--- src/rtl/pal_pkg.sv ---
// Shared constants, codes and types for the positional array list unit.
`timescale 1ns / 1ps
`default_nettype none

package pal_pkg;

   localparam int CAPACITY_DEF = 64;

   localparam int MODE_W   = 2;
   localparam int POS_W    = 7;
   localparam int DATA_W   = 32;
   localparam int STATUS_W = 2;
   localparam int TOTAL_W  = 7;

   localparam logic [MODE_W-1:0] OP_INSERT = 2'd0;
   localparam logic [MODE_W-1:0] OP_DELETE = 2'd1;
   localparam logic [MODE_W-1:0] OP_GET    = 2'd2;
   localparam logic [MODE_W-1:0] OP_CLEAR  = 2'd3;

   localparam logic [STATUS_W-1:0] ST_OK    = 2'd0;
   localparam logic [STATUS_W-1:0] ST_RANGE = 2'd1;
   localparam logic [STATUS_W-1:0] ST_FULL  = 2'd2;

   typedef struct packed {
      logic ins_en;
      logic del_en;
   } cell_ctl_type;

endpackage

`default_nettype wire

--- src/rtl/pal_cell.sv ---
// One list cell: holds an entry and shifts with its neighbors on insert and delete.
`timescale 1ns / 1ps
`default_nettype none

module pal_cell #(
   parameter int INDEX    = 0,
   parameter int IDX_W    = pal_pkg::POS_W
) (
   input  wire logic                        clock,
   input  wire pal_pkg::cell_ctl_type       ctl,
   input  wire logic [IDX_W-1:0]            ptr,
   input  wire logic [pal_pkg::DATA_W-1:0]  ins_value,
   input  wire logic [pal_pkg::DATA_W-1:0]  left_value,
   input  wire logic [pal_pkg::DATA_W-1:0]  right_value,
   output logic      [pal_pkg::DATA_W-1:0]  value,
   output logic      [pal_pkg::DATA_W-1:0]  tap
);
   import pal_pkg::*;

   localparam logic [IDX_W-1:0] ME = IDX_W'(INDEX);

   logic [DATA_W-1:0] cell_ff;
   logic [DATA_W-1:0] cell_in;
   logic              at_ptr;
   logic              above_ptr;

   assign at_ptr    = (ptr == ME);
   assign above_ptr = (ME > ptr);

   always_comb begin
      cell_in = cell_ff;
      if (ctl.ins_en) begin
         if (at_ptr) begin
            cell_in = ins_value;
         end else if (above_ptr) begin
            cell_in = left_value;
         end
      end else if (ctl.del_en) begin
         if (at_ptr || above_ptr) begin
            cell_in = right_value;
         end
      end
   end

   always_ff @(posedge clock) begin
      cell_ff <= cell_in;
   end

   assign value = cell_ff;
   assign tap   = at_ptr ? cell_ff : '0;

endmodule

`default_nettype wire
--- config.mk ---
export PLATFORM = sky130hd
export DESIGN_NAME = pal_cell
export DESIGN_NICKNAME = d
export VERILOG_FILES = /design/src/rtl/pal_pkg.sv /design/src/rtl/pal_cell.sv
export SDC_FILE = /design/constraint.sdc
export NUM_CORES = 1
export LEC_CHECK = 0
export BUFFER_PORTS_ARGS = -buffer_cell sky130_fd_sc_hd__buf_2
export CAP_MARGIN = 20
export CORE_AREA = 8 8 80 82
export DETAILED_ROUTE_END_ITERATION = 8
export DIE_AREA = 0 0 88 90
export PLACE_DENSITY_LB_ADDON = 0.3
export SYNTH_ARGS = -nofsm -noshare
export SYNTH_HDL_FRONTEND = slang
export SYNTH_SLANG_ARGS = --single-unit
export TNS_END_PERCENT = 10
--- constraint.sdc ---
create_clock -name clock -period 5.1 [get_ports clock]
set_clock_uncertainty 0.15 [all_clocks]
set_input_delay 1.275 -clock clock [delete_from_list [all_inputs] [get_ports clock]]
set_output_delay 1.275 -clock clock [all_outputs]
set_load 0.005 [all_outputs]
==> parameters.txt, run 1 <==
Parameter                              Value

Critical path
  Most numerous cell on the critical path    sky130_fd_sc_hd__buf_2
  First element of the critical path    ptr[3]
  Highest net fanout along the worst path    64
  Arr. time, crit path    roughly 2.4 ns
  CP max-delay cell    sky130_fd_sc_hd__buf_4
  Critical Path RT    3.67 ns
  Critical path's top delay family    buffers and inverters
  Startpoint Class    primary input
  Kind of capture point of the worst setup path    output pin
  CP Class    in -> out
  Cell Chain, Critical Path    buf_2 -> nor3_4 -> buf_4 -> and3_1 -> buf_2
  Delay of the slowest cell on the worst path    0.49 ns
  Buffering stage count on the worst path with inverters included    3

Floorplanning
  Starting density of the core    39.8%
  Die outline area    7920 sq um
  Boundary pin count    170
  Height of the die    approximately 90 microns
  Die W    88 microns
  Std cell rows    27
  Core region area    5240 sq um

Cells and area
  Proportion of layout cells with a drive suffix above 1    49.5%
  Final design area excluding fillers    3040 sq um
  Max FFs per register    32
  Net count reported at finish    485
  Layout Utilization    a little under 60%
  Area growth, synth to finish    45.6%
  Count of antenna diodes in the layout    0

Route
  Sum of routed wire length over all layers    roughly 7.7 mm
  Number of remaining DRC errors    0
  Remaining antenna violation count    0
  Detailed-routing iteration count for the pre-antenna-repair pass    4
  Via density per instance    5.15
  Initial detailed-routing violation count    approximately 150
  Via count    ~2300
  Average wire per cell in the routed design    16.9 microns

CTS
  H-tree levels    2
  Number of clock sinks    32
  Inserted Clock Buffers    5
  Clk buf depth    2
  Register clock-pin slew on the reported worst setup and hold paths    0.07 ns
  Hold buffers post-CTS    0
  Clock tree from TritonCTS    built
  Post-CTS Setup Bufs    0
  Root buffer selected by CTS    sky130_fd_sc_hd__clkbuf_8
  Count of cells resized by post-cts repair    0

GRT
  Initial antenna violation count    0
  Vias in the first global route    approximately 2400
  Total routing resource utilization after global routing    18.4%
  Wire length of the first global-routing pass    11.7 mm
  Global-route congestion overflow total    0
  Largest net degree at the start of global routing    65

STA
  Final worst slack    1.28 ns
  Crit share post-route    approximately three quarters
  Setup repair after global routing missed its margin    false
  Aggregate negative setup slack    0 ns
  Final setup violation count    0
  Number of hold violations in the final report    0
  Post-route minimum period    around 3.8 ns
  Slew at the pin with the worst max-slew slack    about 0.88 ns
  Number of max-slew violations in the final report    0
  Max-slew headroom    41.3%
  FMAX    0.262 GHz

Run
  Max capacitance violation total    0

Synth
  Cell taking the most area after synthesis    sky130_fd_sc_hd__edfxtp_1
  Mean Syn Cell Area    9.31 sq um
  Basic-gate share of the synthesized area counting and, or, nand and nor cells    25.3%
  Post-synth EDFFs    32
  Share of synthesized registers carrying an async set or reset    0%
  Synth area leaders    sky130_fd_sc_hd__edfxtp_1 46%, sky130_fd_sc_hd__and3_1 9.6%, sky130_fd_sc_hd__a31oi_1 5.4%
  Mux cell area share after synthesis    0%
  Main synth FF type    sky130_fd_sc_hd__edfxtp_1
  Sequential fraction of the synthesis area    roughly 46%
  Area fraction in compound gates after synthesis    between 20 and 25%
  Post-Synthesis Cell Area    between 2000 and 2500 sq um
  Mapped Nets    330
  Synthesis-stage register bit count    32
  Count of cell types in the netlist    23
  Post-synthesis adder-cell area fraction    0%
  Cell types with the highest counts after synthesis    32 x sky130_fd_sc_hd__and3_1, 32 x sky130_fd_sc_hd__edfxtp_1, 22 x sky130_fd_sc_hd__a21oi_1
  Parity-gate share of the synthesized area counting xor and xnor cells    0%
  Combinational family with the most area after synthesis    simple AND/OR/NAND/NOR gates
  Yosys warning total    0
  Area share of the largest cell type after synthesis    46.1%
  Post-synthesis cell count    224

Power and ir drop
  Total power divided by cell area    207 nW/um^2
  Fraction of power consumed by the clock network    37.0%
  Leakage power summed over all cells    0.00156 uW
  Worst IR Drop VDD    0.134 mV
  Sequential group share of total power    46.6%
  Sw power    140 uW
  Sw Share    22.2%
  Cell Int Power    490 uW
  Combinational group share of total power    16.4%

Placed design
  Worst setup slack after placement    1.24 ns
  Post-DP HPWL    5.81 mm
  Buffers added on ports    169
  Gp weighted congestion    around 0.85
  Dpl cell area    roughly 2900 sq um

Worst hold path
  Worst min-delay path category    in -> reg
  End point of the worst hold path    value[10]
  Hold Path Depth    2
  Critical hold path startpoint    right_value[10]

Outcome
  Status    finished clean
per-stage QoR:
stage / hold WS (ns) / std cells / total power, uW
final: 1.15 / 452 / 630
after global placement: 1.44 / 444 / 400
after detailed placement: 1.44 / 444 / 402
after global routing: 1.14 / 452 / 660
after CTS: 1.15 / 452 / 635
after floorplan: 1.34 / 224 / 350
cell families after synthesis:
kind of cell,count (synthesis)
compound gates,73
flops,32
simple gates,93
buf+inv,26
power groups by stage:
stage	sequential (uW)	combinational, uW	clock [uW]
after floorplan	299	50.5	0
after global placement	299	101	0
after detailed placement	299	103	0
after CTS	294	103	238
after global routing	294	115	252
final	294	103	233
worst max path at each step:
stage / to / slack [ns] / depth (start not counted)
after global routing: tap[25] / 1.16 / 5
after floorplan: tap[0] / 1.54 / 3
after CTS: tap[12] / 1.28 / 5
after global placement: value[10] / 1.28 / 5
final: tap[6] / 1.28 / 5
after detailed placement: value[3] / 1.24 / 5
area by class of cell:
type | count | area [sq um]
multi-input combinational | 166 | 998
timing repair buffer | 173 | 876
fill | 496 | 2200
clock buffer | 6 | 72.6
sequential | 32 | 961
clock inverter | 2 | 35.0
inverter | 1 | 3.75
tap | 72 | 90.1
cells in the final DEF, fill, tap and decap left out, types with 4 or more instances in the layout:
cell type                  synthesis  layout
sky130_fd_sc_hd__a21oi_1          22      22
sky130_fd_sc_hd__a221o_1          10      10
sky130_fd_sc_hd__a221o_2           4       4
sky130_fd_sc_hd__a31oi_1          18      18
sky130_fd_sc_hd__and2_1           14      14
sky130_fd_sc_hd__and3_1           32      32
sky130_fd_sc_hd__buf_2             4     169
sky130_fd_sc_hd__buf_4             1       4
sky130_fd_sc_hd__clkbuf_8          0       5
sky130_fd_sc_hd__edfxtp_1         32      32
sky130_fd_sc_hd__nand2_1          14      14
sky130_fd_sc_hd__nand3_1          10      10
sky130_fd_sc_hd__nor2_1           18      18
sky130_fd_sc_hd__o21ai_0          18      18
metal layers:
metal / wire length, microns / GRT usage, % / up-vias
met5: 0 / 0 / -
met4: 96 / 5.60 / 0
met3: 583 / 4.19 / 6
met2: 3940 / 32.1 / 105
met1: 3030 / 21.4 / 1056
li1: - / - / 1162
No activity file was read; power rests on OpenSTA's default activity.
==> run 2, diff against run 1 <==
- CORE_AREA: 8 8 80 82 -> 8 8 83 85
- DIE_AREA: 0 0 88 90 -> 0 0 91 93
- clock period: 5.1 -> 3.8 ns (I/O delays scaled with it)
==> run 2 against run 1 <==
Die area up 6.9%. Non-clock buffer count is 4 higher. Sequential share of layout area is 0.22 points lower. First-iteration DRC count shrank 30%. Largest cell class unchanged. Worst setup slack worse by 0.63 ns. Critical path depth is the same. Power increased by 24%. Via count increased by 3.2%. Cell count increased by 1.5%. Highest routed layer unchanged. Count of clock-buffer cells in the layout fell by 1. Final area increased by 0.70%. Critical path type unchanged. Clock power increased by 6%.
==> parameters.txt, run 2 (synthesis results as in run 1) <==
Parameter                              Value

Route
  Remaining antenna violation count    0 (unchanged)
  Initial detailed-routing violation count    101 (-30%)
  Via count    2404 (+3.2%)
  Via density per instance    5.24 (+1.6%)
  Average wire per cell in the routed design    17.0 microns (+0.61%)
  Number of remaining DRC errors    0 (unchanged)
  Detailed-routing iteration count for the pre-antenna-repair pass    4 (unchanged)
  Sum of routed wire length over all layers    7.82 mm (+2.2%)

Power and ir drop
  Sequential group share of total power    50.4% (+3.8 points)
  Sw Share    24.5% (+2.4 points)
  Fraction of power consumed by the clock network    31.5% (-5.5 points)
  Cell Int Power    590 uW (+20%)
  Combinational group share of total power    18.1% (+1.7 points)
  Leakage power summed over all cells    0.00157 uW (+0.85%)
  Worst IR Drop VDD    0.100 mV (-25%)
  Total power divided by cell area    256 nW/um^2 (+23%)
  Sw power    192 uW (+38%)

Floorplanning
  Die W    91 microns (+3.4%)
  Std cell rows    28 (+3.7%)
  Core region area    5680 sq um (+8.4%)
  Height of the die    93 microns (+3.3%)
  Boundary pin count    170 (unchanged)
  Die outline area    8460 sq um (+6.9%)
  Starting density of the core    36.8% (-3.1 points)

Placed design
  Gp weighted congestion    0.810 (-4.2%)
  Post-DP HPWL    5.88 mm (+1.2%)
  Dpl cell area    2980 sq um (+1.6%)
  Buffers added on ports    169 (unchanged)

STA
  Worst Hold Slack    0.834 ns (-0.318 ns)
  Slew at the pin with the worst max-slew slack    0.726 ns (-0.154 ns)
  FMAX    0.317 GHz
  Max-slew headroom    51.6% (+10 points)
  Crit share post-route    82.9%
  Number of max-slew violations in the final report    0 (unchanged)
  Post-route minimum period    roughly 3.2 ns
  Aggregate negative setup slack    0 ns (unchanged)
  Setup repair after global routing missed its margin    false
  Final setup violation count    0 (unchanged)
  Number of hold violations in the final report    0 (unchanged)

CTS
  H-tree levels    2 (unchanged)
  Post-CTS Setup Bufs    0 (unchanged)
  Root buffer selected by CTS    sky130_fd_sc_hd__clkbuf_8
  Register clock-pin slew on the reported worst setup and hold paths    0.07 ns (about the same)
  Clk buf depth    2 (unchanged)
  Count of cells resized by post-cts repair    0 (unchanged)
  Clock tree from TritonCTS    built
  Inserted Clock Buffers    5 (unchanged)
  Hold buffers post-CTS    0 (unchanged)
  Number of clock sinks    32 (unchanged)

Cells and area
  Proportion of layout cells with a drive suffix above 1    50.0% (+0.53 points)
  Net count reported at finish    489 (+0.82%)
  Final design area excluding fillers    3060 sq um (+0.70%)
  Area growth, synth to finish    46.6%
  Max FFs per register    32 (unchanged)
  Count of antenna diodes in the layout    0 (unchanged)
  Commonest cells after routing, fill and taps aside    169 x sky130_fd_sc_hd__buf_2, 32 x sky130_fd_sc_hd__and3_1, 32 x sky130_fd_sc_hd__edfxtp_1, 22 x sky130_fd_sc_hd__a21oi_1
  Leading cell type in the layout, fill and taps excluded    sky130_fd_sc_hd__buf_2

GRT
  Wire length of the first global-routing pass    11.8 mm (+1.4%)
  Largest net degree at the start of global routing    65 (unchanged)
  Initial antenna violation count    0 (unchanged)
  Vias in the first global route    2442 (+1.7%)
  Global-route congestion overflow total    0 (unchanged)
  Total routing resource utilization after global routing    16.9% (-1.6 points)

Worst hold path
  Critical hold path startpoint    right_value[14]
  Hold Path Depth    2 (unchanged)
  Worst min-delay path category    in -> reg
  End point of the worst hold path    value[14]

Critical path
  Startpoint Class    primary input
  Critical Path RT    2.70 ns (-0.97 ns)
  Arr. time, crit path    2.05 ns (-0.35 ns)
  Kind of capture point of the worst setup path    output pin
  CP Class    in -> out
  Highest net fanout along the worst path    35 (-45%)

Outcome
  Status    finished clean

Run
  Max capacitance violation total    0 (unchanged)
run 2: cell count changes in the layout (fill, tap and decap cells not counted), sizes merged:
cell / before / now
buf: 173 / 177
clkbuf: 6 / 5
clkinv: 1 / 3
bufinv: 1 / 0
run 2: power by group through the flow:
stage	Sequential, uW	Combinational, uW	Clock, uW
2_1_floorplan	402	67.8	0
3_3_place_gp	402	136	0
3_5_place_dp	402	141	0
4_1_cts	394	141	253
5_1_grt	394	157	263
6_report	394	142	247
run 2: final cells by class:
type                       instances  area [sq um]
fill                             539          2620
multi-input combinational        166           998
sequential                        32           961
timing repair buffer             177           918
tap                               75          93.8
clock buffer                       5          68.8
clock inverter                     3          13.8
inverter                           1          3.75
run 2: worst max path at each step:
| stage | cells past startpoint | slack [ns] | to | from |
|---|---|---|---|---|
| 5_1_grt | 5 | 0.56 | tap[4] | ptr[4] |
| 3_5_place_dp | 5 | 0.68 | tap[7] | ptr[4] |
| 3_3_place_gp | 5 | 0.71 | tap[12] | ptr[4] |
| 4_1_cts | 5 | 0.67 | tap[7] | ptr[4] |
| 6_report | 5 | 0.65 | tap[1] | ptr[4] |
| 2_1_floorplan | 5 | 0.59 | value[0] | ptr[4] |
run 2: layer usage:
metal  wire, microns  track usage [%]  share of wire, %
met1            3080             18.1                39
met2            4050             30.7                52
met3             580             5.37               7.4
met4             109             5.73               1.4
met5               0                0                 0
run 2: critical path, stage by stage:
cell and delay (ns):
sky130_fd_sc_hd__buf_2 0.12, sky130_fd_sc_hd__nor4_4 0.28, sky130_fd_sc_hd__buf_4 0.35, sky130_fd_sc_hd__and3_1 0.21, sky130_fd_sc_hd__buf_2 0.12
run 2: through the flow:
step           total power [uW]  setup WS, ns  cells  utilization (%)
2_1_floorplan               470         0.594    224                -
3_3_place_gp                538         0.705    451             52.4
3_5_place_dp                543         0.677    451             52.4
4_1_cts                     789         0.674    459             53.9
5_1_grt                     814         0.557    459             53.9
6_report                    782         0.649    459             53.9
==> run 3, diff against run 2 <==
- clock period: 3.8 -> 3 ns (I/O delays scaled with it)
==> run 3 against run 2 <==
Wire length fell by 1.9%. Sequential power grew 27%. Flip-flop and latch count unchanged. First-iteration DRC count grew 78%. Power grew 39%. Clock power up 66%. Final area is 1.1% higher. Non-clock buffer count is 2 higher. Via count down 1.2%. Die area did not move. Critical path type unchanged.
==> parameters.txt, run 3 (synthesis results as in run 1) <==
Parameter                              Value

Outcome
  Status    finished clean

Critical path
  CP Class    in -> out
  Critical Path RT    2.10 ns (-0.60 ns)
  Startpoint Class    primary input
  Cell Chain, Critical Path    buf_2 -> nor4_4 -> buf_4 -> and3_1 -> buf_2
  Highest net fanout along the worst path    32 (-8.6%)
  Kind of capture point of the worst setup path    output pin
  Arr. time, crit path    1.84 ns (-0.21 ns)
  Most numerous cell on the critical path    sky130_fd_sc_hd__buf_2
  First element of the critical path    ptr[4]
  Delay of the slowest cell on the worst path    0.35 ns (about the same)
  CP max-delay cell    sky130_fd_sc_hd__buf_4

Cells and area
  Count of antenna diodes in the layout    0 (unchanged)
  Layout Utilization    54.5% (+0.57 points)
  Leading cell type in the layout, fill and taps excluded    sky130_fd_sc_hd__buf_2
  Proportion of layout cells with a drive suffix above 1    50.8% (+0.78 points)
  Max FFs per register    32 (unchanged)
  Commonest cells after routing, fill and taps aside    169 x sky130_fd_sc_hd__buf_2, 32 x sky130_fd_sc_hd__and3_1, 32 x sky130_fd_sc_hd__edfxtp_1, 22 x sky130_fd_sc_hd__a21oi_1
  Number of filler instances in the final layout    551 (+2.2%)
  Area growth, synth to finish    48.2%
  Net count reported at finish    491 (+0.41%)

Placed design
  Worst setup slack after placement    0.259 ns (-0.418 ns)
  Gp weighted congestion    0.802 (-1.0%)
  Buffers added on ports    169 (unchanged)
  Post-DP HPWL    5.95 mm (+1.2%)

Route
  Remaining antenna violation count    0 (unchanged)
  Sum of routed wire length over all layers    7.67 mm (-1.9%)
  Detailed-routing iteration count for the pre-antenna-repair pass    4 (unchanged)
  Initial detailed-routing violation count    180 (+78%)
  Via count    2374 (-1.2%)
  Via density per instance    5.15 (-1.7%)
  Average wire per cell in the routed design    16.6 microns (-2.3%)
  Number of remaining DRC errors    0 (unchanged)

CTS
  Post-CTS Setup Bufs    0 (unchanged)
  Register clock-pin slew on the reported worst setup and hold paths    0.07 ns (about the same)
  Hold buffers post-CTS    0 (unchanged)
  Number of clock sinks    32 (unchanged)
  Clock tree from TritonCTS    built
  Count of cells resized by post-cts repair    0 (unchanged)
  Root buffer selected by CTS    sky130_fd_sc_hd__clkbuf_8
  H-tree levels    2 (unchanged)
  Inserted Clock Buffers    5 (unchanged)
  Clk buf depth    2 (unchanged)

Floorplanning
  Die outline area    8460 sq um (unchanged)
  Starting density of the core    36.8% (unchanged)
  Boundary pin count    170 (unchanged)
  Core region area    5680 sq um (unchanged)
  Height of the die    93 microns (unchanged)
  Die W    91 microns (unchanged)
  Std cell rows    28 (unchanged)

Power and ir drop
  Worst IR Drop VDD    0.267 mV (+170%)
  Leakage power summed over all cells    0.00159 uW (+1.1%)
  Total power divided by cell area    351 nW/um^2 (+37%)

Worst hold path
  Critical hold path startpoint    right_value[14]
  Worst min-delay path category    in -> reg

GRT
  Total routing resource utilization after global routing    17.0% (+0.11 points)
  Initial antenna violation count    0 (unchanged)
  Vias in the first global route    2319 (-5.0%)
  Largest net degree at the start of global routing    38 (-42%)
  Wire length of the first global-routing pass    11.7 mm (-1.1%)
  Global-route congestion overflow total    0 (unchanged)

STA
  Final worst slack    0.262 ns (-0.388 ns)
  FMAX    ~0.37 GHz
  Crit share post-route    roughly 91%
  Worst Hold Slack    0.623 ns (-0.211 ns)
  Max-slew headroom    49.5% (-2.1 points)
  Setup repair after global routing missed its margin    false
  Number of max-slew violations in the final report    0 (unchanged)
  Aggregate negative setup slack    0 ns (unchanged)
  Final setup violation count    0 (unchanged)
  Post-route minimum period    2.74 ns
  Number of hold violations in the final report    0 (unchanged)
  Slew at the pin with the worst max-slew slack    0.756 ns (+0.0301 ns)

Run
  Max capacitance violation total    0 (unchanged)
run 3: changes by cell type in the layout (fill, tap and decap cells not counted):
cell                         delta
sky130_fd_sc_hd__o21a_1         -1
sky130_fd_sc_hd__o21a_2         +1
sky130_fd_sc_hd__clkinv_2       -1
sky130_fd_sc_hd__buf_12         -1
sky130_fd_sc_hd__clkinvlp_4     +1
sky130_fd_sc_hd__clkinv_1       -1
sky130_fd_sc_hd__bufinv_16      +1
sky130_fd_sc_hd__buf_4          +3
run 3: metrics by stage:
stage          total power (uW)  instance area (sq um)  instances
2_1_floorplan               595                   2090        224
3_3_place_gp                681                   2980        453
3_5_place_dp                686                   2980        453
4_1_cts                    1090                   3090        461
5_1_grt                    1130                   3090        461
6_report                   1080                   3090        461
run 3: critical path: cells and delay by family:
family,cells,cell delay [ns]
simple gates,2,0.50
buf+inv,3,0.58
run 3: power by group:
| part | total, uW | leakage (uW) | switching (uW) | internal [uW] |
|---|---|---|---|---|
| Combinational | 175 | 0.00124 | 84.4 | 91.1 |
| Clock | 410 | 0.0000541 | 164 | 246 |
| Sequential | 499 | 0.000289 | 1.11 | 498 |
run 3: area by class of cell:
cell class	instances	area, sq um	share of cell area (%)
clock inverter	3	42.5	1.38
inverter	1	3.75	0.121
timing repair buffer	179	921	29.8
multi-input combinational	166	1000	32.3
clock buffer	5	68.8	2.23
tap	75	93.8	3.04
sequential	32	961	31.1
run 3: worst paths after layout:
| path | end | slack (ns) | cells after the start |
|---|---|---|---|
| max | tap[5] | 0.26 | 5 |
| min | value[14] | 0.62 | 2 |
run 3: metal layers:
metal  GRT usage [%]  up-vias  wire length (microns)
li1                -     1169                      -
met1            19.4     1107                   2970
met2            29.3       89                   4010
met3            5.61        9                    570
met4            5.73        0                    123
met5               0        -                      0
